`src/rtl/buddy_allocator_assert.svh`:
```
// Assertion macros for the buddy allocator.
`ifndef BUDDY_ALLOCATOR_ASSERT_SVH
`define BUDDY_ALLOCATOR_ASSERT_SVH

// antecedent implies consequent in the same cycle
`define BALLOC_ASSERT_SAME(label, clk, rst, ante, cons) \
   label: assert property (@(posedge clk) disable iff (rst) (ante) |-> (cons)) \
      else $error("buddy allocator check failed");

// antecedent implies consequent in the next cycle
`define BALLOC_ASSERT_NEXT(label, clk, rst, ante, cons) \
   label: assert property (@(posedge clk) disable iff (rst) (ante) |=> (cons)) \
      else $error("buddy allocator check failed");

`endif

```
`src/rtl/balloc_pkg.sv`:
```
// Shared types and codes of the buddy allocator.
`default_nettype none
package balloc_pkg;

   localparam logic OP_ALLOC = 1'b0;
   localparam logic OP_FREE  = 1'b1;
   localparam int   TAG_W    = 5;

   typedef enum logic [1:0] {
      STAT_OK       = 2'd0,
      STAT_NO_SPACE = 2'd1,
      STAT_TOO_BIG  = 2'd2,
      STAT_BAD_FREE = 2'd3
   } status_type;

   typedef struct packed {
      logic        req_type;
      logic [15:0] request_size;
      logic [15:0] free_offset;
   } req_item_type;

   typedef struct packed {
      status_type  status;
      logic [15:0] user_offset;
      logic [3:0]  block_order;
   } rsp_item_type;

   typedef enum logic [3:0] {
      S_CLEAR,
      S_IDLE,
      S_DECODE,
      S_TAG,
      S_DESC_RD,
      S_DESC,
      S_SPLIT,
      S_UP_RD,
      S_UP_WR
   } state_type;

   typedef struct packed {
      logic       clear_step;
      logic       load;
      logic       decode;
      logic       tag_apply;
      logic       descend;
      logic       split;
      logic       up_read;
      logic       up;
      logic       set_root;
      logic       finish;
      status_type status;
   } ctrl_cmd_type;

   typedef struct packed {
      logic clr_last;
      logic is_free;
      logic too_big;
      logic no_space;
      logic bad_free;
      logic at_level;
      logic at_root;
   } dp_stat_type;

endpackage
`default_nettype wire

```
`src/rtl/balloc_ctrl.sv`:
```
// Buddy allocator controller: sequences clearing, search, split and merge walks.
`default_nettype none
module balloc_ctrl
   import balloc_pkg::*;
(
   input  logic         clock,
   input  logic         reset,
   input  logic         start,
   output logic         busy,
   input  dp_stat_type  stat,
   output ctrl_cmd_type cmd
);
   state_type state_ff, state_in;

   always_ff @(posedge clock) begin
      if (reset) begin
         state_ff <= S_CLEAR;
      end else begin
         state_ff <= state_in;
      end
   end

   always_comb begin
      state_in = state_ff;
      unique case (state_ff)
         S_CLEAR: begin
            if (stat.clr_last) state_in = S_IDLE;
         end
         S_IDLE: begin
            if (start) state_in = S_DECODE;
         end
         S_DECODE: begin
            priority if (stat.is_free) state_in = S_TAG;
            else if (stat.too_big || stat.no_space) state_in = S_IDLE;
            else state_in = S_DESC_RD;
         end
         S_TAG: begin
            state_in = stat.bad_free ? S_IDLE : S_UP_RD;
         end
         S_DESC_RD: begin
            state_in = stat.at_level ? S_SPLIT : S_DESC;
         end
         S_DESC: state_in = S_DESC_RD;
         S_SPLIT: state_in = S_UP_RD;
         S_UP_RD: begin
            state_in = stat.at_root ? S_IDLE : S_UP_WR;
         end
         S_UP_WR: state_in = S_UP_RD;
         default: state_in = S_CLEAR;
      endcase
   end

   always_comb begin
      cmd        = '0;
      cmd.status = STAT_OK;
      busy       = 1'b1;
      unique case (state_ff)
         S_CLEAR: cmd.clear_step = 1'b1;
         S_IDLE: begin
            busy     = 1'b0;
            cmd.load = start;
         end
         S_DECODE: begin
            cmd.decode = 1'b1;
            priority if (stat.is_free) begin
               cmd.finish = 1'b0;
            end else if (stat.too_big) begin
               cmd.finish = 1'b1;
               cmd.status = STAT_TOO_BIG;
            end else if (stat.no_space) begin
               cmd.finish = 1'b1;
               cmd.status = STAT_NO_SPACE;
            end else begin
               cmd.finish = 1'b0;
            end
         end
         S_TAG: begin
            if (stat.bad_free) begin
               cmd.finish = 1'b1;
               cmd.status = STAT_BAD_FREE;
            end else begin
               cmd.tag_apply = 1'b1;
            end
         end
         S_DESC_RD: cmd.up_read = 1'b0;
         S_DESC: cmd.descend = 1'b1;
         S_SPLIT: cmd.split = 1'b1;
         S_UP_RD: begin
            cmd.up_read  = 1'b1;
            cmd.set_root = stat.at_root;
            cmd.finish   = stat.at_root;
         end
         S_UP_WR: cmd.up = 1'b1;
         default: busy = 1'b1;
      endcase
   end

endmodule
`default_nettype wire

```
`config.mk`:
```
export PLATFORM = sky130hd
export DESIGN_NAME = balloc_ctrl
export DESIGN_NICKNAME = d
export VERILOG_FILES = /design/src/rtl/buddy_allocator_assert.svh /design/src/rtl/balloc_pkg.sv /design/src/rtl/balloc_ctrl.sv
export SDC_FILE = /design/constraint.sdc
export NUM_CORES = 1
export LEC_CHECK = 0
export BUFFER_PORTS_ARGS = -buffer_cell sky130_fd_sc_hd__buf_2
export CAP_MARGIN = 10
export CORE_AREA = 2 2 39 41
export CTS_CLUSTER_DIAMETER = 80
export CTS_CLUSTER_SIZE = 14
export DETAILED_ROUTE_END_ITERATION = 7
export DIE_AREA = 0 0 41 43
export GPL_TIMING_DRIVEN = 1
export PLACE_DENSITY = 0.68
export SYNTH_ARGS = -nofsm -noshare
export SYNTH_HDL_FRONTEND = slang
export SYNTH_SLANG_ARGS = --single-unit
```
`constraint.sdc`:
```
create_clock -name clock -period 2.4 [get_ports clock]
set_clock_uncertainty 0.15 [all_clocks]
set_input_delay 0.24 -clock clock [delete_from_list [all_inputs] [get_ports clock]]
set_output_delay 0.24 -clock clock [all_outputs]
set_load 0.02 [all_outputs]
```
==> flow_summary.yaml, run 1 <==
outcome:
  status: "completed"
clock_network:
  clk_path_buf_depth: 2
  cts_resized: 0
  post_cts_buffers: 0
  root_buffer: "clkbuf_4"
  holdBufCountCts: 0
  cts_made_buffers: 3
  path_clk_slew_ns: 0.03
  clk_latency_ns: 0.23
  cts_max_level: 1
  cts.sinks: 4
  tritoncts: "yes"
sta:
  worst_slack_ns: 0.255
  finalSetupViolCount: 0
  relSlewSlack_pct: 68.2
  finalMaxSlewViolations: 0
  min_period_ns: 2.14
  rsz0062_at_grt: "false"
  worst_pin_slew_ns: 0.476
  hold_violations: 0
  period_share_pct: 89.4
  setup_tns_ns: 0
  fmax_mhz: 466
detailed_routing:
  detail-route-antenna-nets: 0
  drcViolationCount: 0
  drtIter0Drc: 16
  routedWlPerCell_um: 11.2
  drt-pass1-iter-count: 4
  via_per_inst: 5.17
  num_vias: 517
  routed_wl_um: 1120
finish:
  drive_above_1_share_pct: 36.9
  n_fill_cell: 147
  final_util_pct: 41.0
  multi_input_area_sq_um: 312
  fin_nets: 96
  top_regs: "state_ff (4)"
  largest_register_ffs: 4
  regMostFlops: "state_ff"
  areaGrowthSynthToFinish_pct: 30.5
  n_antenna_cell: 0
  final-seq-area_sq_um: 80.1
synth:
  synth_warnings: 0
  ys_seq_elements: 4
  syn_inst: 63
  synth_edf_count: 0
  ys.flop_type: "dfxtp_1"
  synthesis.area_sq_um: 434
  syn-num-nets: 73
  synth_cell_types: 29
  synth-async-reset-ratio_pct: 0
  seq_area_frac_synth_pct: 18.4
  avgSynthCellArea_sq_um: 6.89
floorplan:
  fp.dieW_um: 41
  rows: 14
  start_util_pct: 31.4
  die_h_um: 43
  die_area_sq_um: 1760
  ios: 23
  core_sq_um: 1380
pwr:
  p_seq_share_pct: 32.9
  p_leak_uw: 0.000282
  power_frac_comb_pct: 37.5
  switchingPower_uw: 96.9
  clkPwrFrac_pct: 29.6
  power_density_nw_per_um2: 468
  p_int_uw: 168
  ir_worst_vdd_mv: 0.226
  netSwitchingFraction_pct: 36.5
critical_path:
  endpoint_kind: "output pin"
  crit_slowest_cell: "dfxtp_1"
  cp_cell_sequence: "nand2b_1 > nor4_2 > o21ai_0 > nand3_1 > buf_2"
  timing.critical_path.buf_inv: 1
  cp_max_fo: 13
  cpPeakStageDelay_ns: 0.54
  cp.required_ns: 2.01
  worstPathArrival_ns: 1.75
  start_kind: "flop"
  critPathKind: "reg -> out"
  critPathTopFamily: "simple AND/OR/NAND/NOR gates"
global_route:
  grt_remaining_overflow: 0
  grt_antenna_before_repair: 0
  grt_pass1_vias: 445
  grt_max_degree: 16
  grt_pass1_wl_um: 1770
  grtUsageTotal_pct: 14.6
placed_design:
  place_hpwl_um: 867
  portBuffers: 22
  gp_congestion: 0.820
  post-place-ws_ns: 0.336
worst_hold_path:
  hold_class: "in -> reg"
flow_run:
  cap_violations: 0
routing by layer:
layer / up-vias / GRT usage [%] / share of wire [%]
met4: 0 / 9.33 / 0
li1: 271 / - / -
met1: 228 / 19.9 / 45
met2: 18 / 19.7 / 50
met5: - / 0 / 0
met3: 0 / 3.14 / 5.0
power groups by stage:
stage	Clock [uW]	Sequential (uW)	Combinational, uW
6_report	78.6	87.3	99.3
5_1_grt	92.5	89.5	107
4_1_cts	82.9	86.8	98.2
3_5_place_dp	0	87.8	98.0
3_3_place_gp	0	87.4	97.7
2_1_floorplan	0	76.5	81.9
cells in the final DEF, fill, tap and decap left out:
cell type	count
and3b_1	1
nand3_1	2
buf_2	22
or3_4	1
o311a_1	1
or3_1	1
a21oi_1	4
nor3_1	3
dfxtp_1	4
o22a_1	1
a32oi_1	2
a21oi_4	1
nor4_1	3
a22o_1	1
inv_1	6
nand3b_1	1
mux2_2	1
nand4_1	1
a22oi_1	1
nand2b_1	1
nor4_2	1
o31ai_2	1
o22ai_1	1
clkbuf_4	3
a31oi_2	1
and3_1	1
o21ai_0	1
nand2_1	8
nor2_1	8
nor2b_1	1
cells in the mapped netlist, types with 2 or more instances:
cell type,number,area share (%)
a32oi_1,2,4.0
dfxtp_1,4,18
nand2_1,8,6.9
inv_1,6,5.2
nor3_1,3,3.5
a21oi_1,4,4.6
nor4_1,4,5.8
buf_2,3,3.5
nand3_1,2,2.3
nor2_1,8,6.9
path summary, 6_finish.rpt:
kind / startpoint / to / slack, ns / cells after the start
max: state_ff[1] / cmd[2] / 0.26 / 5
min: stat[0] / state_ff[3] / 0.07 / 2
max reg2reg: state_ff[3] / state_ff[0] / 0.70 / 4
min reg2reg: state_ff[2] / state_ff[3] / 0.57 / 2
stage by stage:
stage	power, uW	hold slack [ns]	cell area (sq um)	cells
floorplan	158	0.168	434	63
global placement	185	0.300	538	97
detailed placement	186	0.301	538	97
CTS	268	0.0576	561	100
global route	289	0.0584	567	100
finish	265	0.0663	567	100
cell families (layout without fill, tap and decap cells):
family,after synthesis,count (layout),synth area share (%)
compound gates,15,15,28.8
buf+inv,10,31,11.2
flops,4,4,18.4
mux,1,1,2.59
simple gates,33,33,38.9
final cells by class:
class	instances	share of cell area, %
Multi-Input combinational cell	49	55.0
Timing Repair Buffer	22	19.4
Sequential cell	4	14.1
Clock buffer	3	3.97
Inverter	6	3.97
Tap cell	16	3.53
Note: power is estimated with default switching activity, not from simulation.
==> run 2, diff against run 1 <==
- ABC_AREA: default -> 1
- PLACE_DENSITY: 0.68 -> 0.65
==> run 2 against run 1 <==
Total power is 41% higher. Sequential cell count unchanged. Utilization fell by 1.8 points. Routed wire length fell by 14%. Worst hold slack worse by 0.025 ns. Worst setup slack better by 0.34 ns. Largest power group unchanged.
==> flow_summary.yaml, run 2 <==
finish:
  final_util_pct: 39.2
  areaGrowthSynthToFinish_pct: 39.2
  layout_common_cells: "22 x buf_2, 14 x nand2_1, 11 x inv_1"
  n_antenna_cell: 0
  fin_nets: 103
  n_fill_cell: 161
  final_common_cell: "buf_2"
  fin_area_sq_um: 542
  regMostFlops: "state_ff"
  drive_above_1_share_pct: 41.8
  top_regs: "state_ff (4)"
  largest_register_ffs: 4
floorplan:
  rows: 14
  fp.dieW_um: 41
  core_sq_um: 1380
  die_area_sq_um: 1760
  ios: 23
  start_util_pct: 28.1
  die_h_um: 43
outcome:
  status: "completed"
worst_hold_path:
  hold_class: "in -> reg"
  hp-start: "stat[0]"
  hold_depth: 2
critical_path:
  setup.worst_path.start: "state_ff[1]"
  worstReg2RegEnd: "state_ff[0]"
  cp_cell_sequence: "inv_2 > nor2_2 > nand2_1 > nor2_1 > nand2_1 > o21ai_1 > buf_2"
  endpoint_kind: "output pin"
  cp.required_ns: 2.01
  crit_path_frequent_cell: "nand2_1"
  cpPeakStageDelay_ns: 0.39
  critPathKind: "reg -> out"
  rr_worst_depth: 6
  cp_max_fo: 4
  worstPathArrival_ns: 1.41
  crit_slowest_cell: "dfxtp_1"
  reg2reg_slack_ns: 1.05
  cp-endpoint: "cmd[0]"
  rr_startpoint: "state_ff[0]"
  start_kind: "flop"
pwr:
  power_density_nw_per_um2: 690
  p_leak_uw: 0.000321
  finalPower_uw: 374
  ir_worst_vdd_mv: 0.351
synth:
  yosys-top-cells-count: "14 x nand2_1, 11 x inv_1, 10 x nor2_1, 4 x dfxtp_1, 4 x nand3_1"
  avgSynthCellArea_sq_um: 5.90
  syn_inst: 66
  synth_cell_types: 18
  ys.flop_type: "dfxtp_1"
  syn-num-nets: 76
  synth_top_area_share_pct: 20.6
  synth_fa_ha_area_share_pct: 0
  synth_top_cell_by_area: "dfxtp_1"
  synth_compound_area_share_pct: 7.72
  synthMuxAreaShare_pct: 0
  synth.most_common_cell: "nand2_1"
  ys_seq_elements: 4
  synthXorXnorAreaFrac_pct: 0
  seq_area_frac_synth_pct: 20.6
  synthTopCellsByArea: "dfxtp_1 21%, nand2_1 14%, inv_1 11%"
  yosys.area_share.simple_pct: 59.2
  synth_top_family_by_area: "simple AND/OR/NAND/NOR gates"
  synth_warnings: 0
  synthesis.area_sq_um: 389
  synth_edf_count: 0
  synth-async-reset-ratio_pct: 0
clock_network:
  post_cts_buffers: 0
  clk_latency_ns: 0.23
  holdBufCountCts: 0
  path_clk_slew_ns: 0.03
  cts_made_buffers: 3
  cts_max_level: 1
  cts_resized: 0
  tritoncts: "yes"
  root_buffer: "clkbuf_4"
  clk_path_buf_depth: 2
  cts.sinks: 4
global_route:
  grtUsageTotal_pct: 13.1
  grt.busiest_layer: "met2"
  use_met2_pct: 20.3
  grt_pass1_vias: 414
  grt_antenna_before_repair: 0
  grt_pass1_wl_um: 1520
  grt_use_met3_pct: 1.57
  use_met1_pct: 14.4
  grt_remaining_overflow: 0
  grt_max_degree: 7
sta:
  min_period_ns: 1.80
  worst_slack_ns: 0.597
  worst_pin_slew_ns: 0.245
  rsz0062_at_grt: "false"
  relSlewSlack_pct: 83.5
  fmax_mhz: 555
  finalSetupViolCount: 0
  finalMaxSlewViolations: 0
  hold_violations: 0
  setup_tns_ns: 0
  period_share_pct: 75.1
placed_design:
  gp_congestion: 0.834
  portBuffers: 22
  place_area_sq_um: 519
  post-place-ws_ns: 0.854
  place_hpwl_um: 832
detailed_routing:
  via_per_inst: 4.50
  drtIter0Drc: 12
  detail-route-antenna-nets: 0
  num_vias: 482
  drt-pass1-iter-count: 4
  drcViolationCount: 0
  routed_wl_um: 962
  routedWlPerCell_um: 8.99
flow_run:
  cap_violations: 0
run 2: cells by family (layout without fill, tap and decap cells):
| logic type | Yosys count | after routing |
|---|---|---|
| AOI/OAI and AO/OA | 5 | 5 |
| DFF | 4 | 4 |
| buffers and inverters | 13 | 38 |
| and+or+nand+nor | 44 | 44 |
run 2: metal layers:
layer  part of all wire, %  wire length (um)  vias to the layer above
met2                    46               439                       17
met5                     0                 0                        -
met1                    46               441                      201
met3                   8.4                81                        0
li1                      -                 -                      264
met4                     0                 0                        0
run 2: worst min-delay path by stage:
stage                       end  slack, ns
global route        state_ff[3]       0.03
finish              state_ff[3]       0.04
floorplan           state_ff[0]       0.15
global placement    state_ff[3]       0.29
CTS                 state_ff[3]       0.04
detailed placement  state_ff[3]       0.29
run 2: report_power, final:
part	leakage (uW)	switching [uW]	internal, uW
clock network	0.0000138	25.1	55.8
registers	0.0000326	15.9	77.7
logic	0.000274	130	69.9
total	0.000321	171	203
run 2: layout make-up:
type | instances | area (sq um) | share of cell area, %
Sequential cell | 4 | 80.1 | 14.8
Multi-Input combinational cell | 49 | 260 | 48.0
Tap cell | 16 | 20.0 | 3.70
Clock buffer | 3 | 22.5 | 4.16
Inverter | 13 | 48.8 | 9.01
Timing Repair Buffer | 22 | 110 | 20.3
run 2: per-stage QoR:
step / std cells / hold WS (ns)
after CTS: 107 / 0.0398
final: 107 / 0.0413
after global routing: 107 / 0.0346
after detailed placement: 104 / 0.285
after global placement: 104 / 0.286
after floorplan: 66 / 0.152
run 2: worst max-delay path, delay by kind of cell (launching register included):
family | cells | cell delay (ns)
buf+inv | 2 | 0.25
simple gates | 4 | 0.43
compound gates | 1 | 0.11
flops | 1 | 0.39
==> run 3, diff against run 2 <==
- clock period: 2.4 -> 1.75 ns (I/O delays scaled with it)
==> run 3 against run 2 <==
Sequential cell count is the same. Critical path depth is the same. Largest cell class unchanged. First-iteration DRC count shrank 17%. Design area grew 10%. Critical path type is now in -> out. Clock power grew 37%. Via count grew 8.5%. Sequential share of layout area shrank 0.94 points.
==> flow_summary.yaml, run 3 (synthesis gave the netlist of run 2 again) <==
finish:
  layout_common_cells: "20 x buf_2, 13 x nand2_1, 11 x inv_1"
  largest_register_ffs: 4
  fin_nets: 108
  regMostFlops: "state_ff"
  fin_area_sq_um: 597
  final_common_cell: "buf_2"
  n_antenna_cell: 0
  drive_above_1_share_pct: 46.9
  areaGrowthSynthToFinish_pct: 53.4
  top_regs: "state_ff (4)"
placed_design:
  portBuffers: 22
  post-place-ws_ns: 0.279
  gp_congestion: 0.834
  place_hpwl_um: 828
  place_area_sq_um: 519
sta:
  relSlewSlack_pct: 83.9
  period_share_pct: 96.0
  fin_hold_ws_ns: 0.127
  worst_slack_ns: 0.0706
  fmax_mhz: 595
  min_period_ns: 1.68
  worst_pin_slew_ns: 0.240
  finalMaxSlewViolations: 0
  finalSetupViolCount: 0
  setup_tns_ns: 0
  hold_violations: 0
worst_hold_path:
  hp-start: "start"
  hold_depth: 4
  min_to: "state_ff[0]"
  hold_class: "in -> reg"
critical_path:
  cpPeakStageDelay_ns: 0.52
  worstPathArrival_ns: 1.35
  endpoint_kind: "output pin"
  timing.critical_path.buf_inv: 5
  crit_slowest_cell: "dlygate4sd3_1"
  rr_worst_depth: 8
  start_kind: "primary input"
  cp_cell_sequence: "dlygate4sd3_1 > buf_2 > inv_1 > nor3_4 > inv_1 > nand4_1 > buf_4"
  reg2reg_slack_ns: 0.40
  worstReg2RegEnd: "state_ff[0]"
  critPathKind: "in -> out"
  rr_startpoint: "state_ff[2]"
  cp.required_ns: 1.42
  cp_max_fo: 3
  crit_path_frequent_cell: "inv_1"
  critPathTopFamily: "buffers and inverters"
clock_network:
  cts.sinks: 4
  cts_max_level: 1
  path_clk_slew_ns: 0.03
  clk_path_buf_depth: 2
  root_buffer: "clkbuf_4"
  clk_latency_ns: 0.23
  cts_made_buffers: 3
  tritoncts: "yes"
pwr:
  power_density_nw_per_um2: 887
  p_leak_uw: 0.000342
  ir_worst_vdd_mv: 0.490
floorplan:
  fp.dieW_um: 41
  die_area_sq_um: 1760
  die_h_um: 43
  ios: 23
  core_sq_um: 1380
  start_util_pct: 28.1
  rows: 14
global_route:
  grt_pass1_vias: 424
  grt_antenna_before_repair: 0
  grt_remaining_overflow: 0
  grtUsageTotal_pct: 13.5
  grt_pass1_wl_um: 1580
  grt_max_degree: 7
detailed_routing:
  drtIter0Drc: 10
  drcViolationCount: 0
  via_per_inst: 4.67
  drt-pass1-iter-count: 4
  routedWlPerCell_um: 9.24
  routed_wl_um: 1040
  num_vias: 523
  detail-route-antenna-nets: 0
flow_run:
  cap_violations: 0
outcome:
  status: "completed"
==> run 3: cell types whose count changed in the layout (fill, tap and decap cells not counted) <==
cell | before | now
buf_4 | 0 | 5
buf_2 | 22 | 20
dfxtp_1 | 4 | 2
dfxtp_2 | 0 | 2
dlygate4sd3_1 | 0 | 2
nand2_1 | 14 | 13
nand2_2 | 3 | 4
nor2_1 | 10 | 9
nor2_2 | 3 | 4
==> run 3: stage by stage <==
step,cells,util (%),total power (uW)
final,112,43.1,530
after global routing,112,43.1,590
after global placement,104,37.5,402
after floorplan,66,-,329
after CTS,109,40.6,524
after detailed placement,104,37.5,403
==> run 3: worst max path at each step <==
stage | startpoint | end | slack [ns] | cells after the start
after CTS | state_ff[1] | cmd[0] | 0.02 | 7
after detailed placement | state_ff[1] | cmd[0] | 0.28 | 7
final | stat[0] | cmd[2] | 0.07 | 7
after global routing | state_ff[3] | cmd[0] | -0.004 | 6
after floorplan | state_ff[1] | cmd[0] | 0.30 | 6
after global placement | state_ff[1] | cmd[0] | 0.32 | 7
==> run 3: power by group <==
part	leakage (uW)	switching [uW]	internal, uW	total [uW]
combinational	0.000295	180	107	286
sequential	0.0000333	22.6	110	132
clock	0.0000138	34.6	76.5	111
==> run 3: cell type report <==
type	count	area, sq um
multi-input combinational	49	265
timing repair buffer	27	158
clock buffer	3	22.5
tap	16	20.0
inverter	13	48.8
sequential	4	82.6
fill	148	787
==> run 3: worst min-delay path: stages <==
cell and delay, ns:
buf_2 0.07, inv_1 0.04, nand4_1 0.12, a21oi_2 0.06
==> run 3: repair_timing <==
action | in CTS | in global routing
resized for setup | 0 | 6
setup buffers | 0 | 3
endpoints found under the hold margin | 2 | 0
hold buffers | 2 | 0
setup endpoints to repair | 0 | 3
==> run 3: layer usage <==
metal  global-route usage [%]  wire [um]  share of wire [%]  vias up
li1                         -          -                  -      276
met1                     14.7        447                 43      222
met2                     21.3        502                 49       25
met3                     1.57         85                8.2        0
met4                     12.0          0                  0        0
met5                        0          0                  0        -
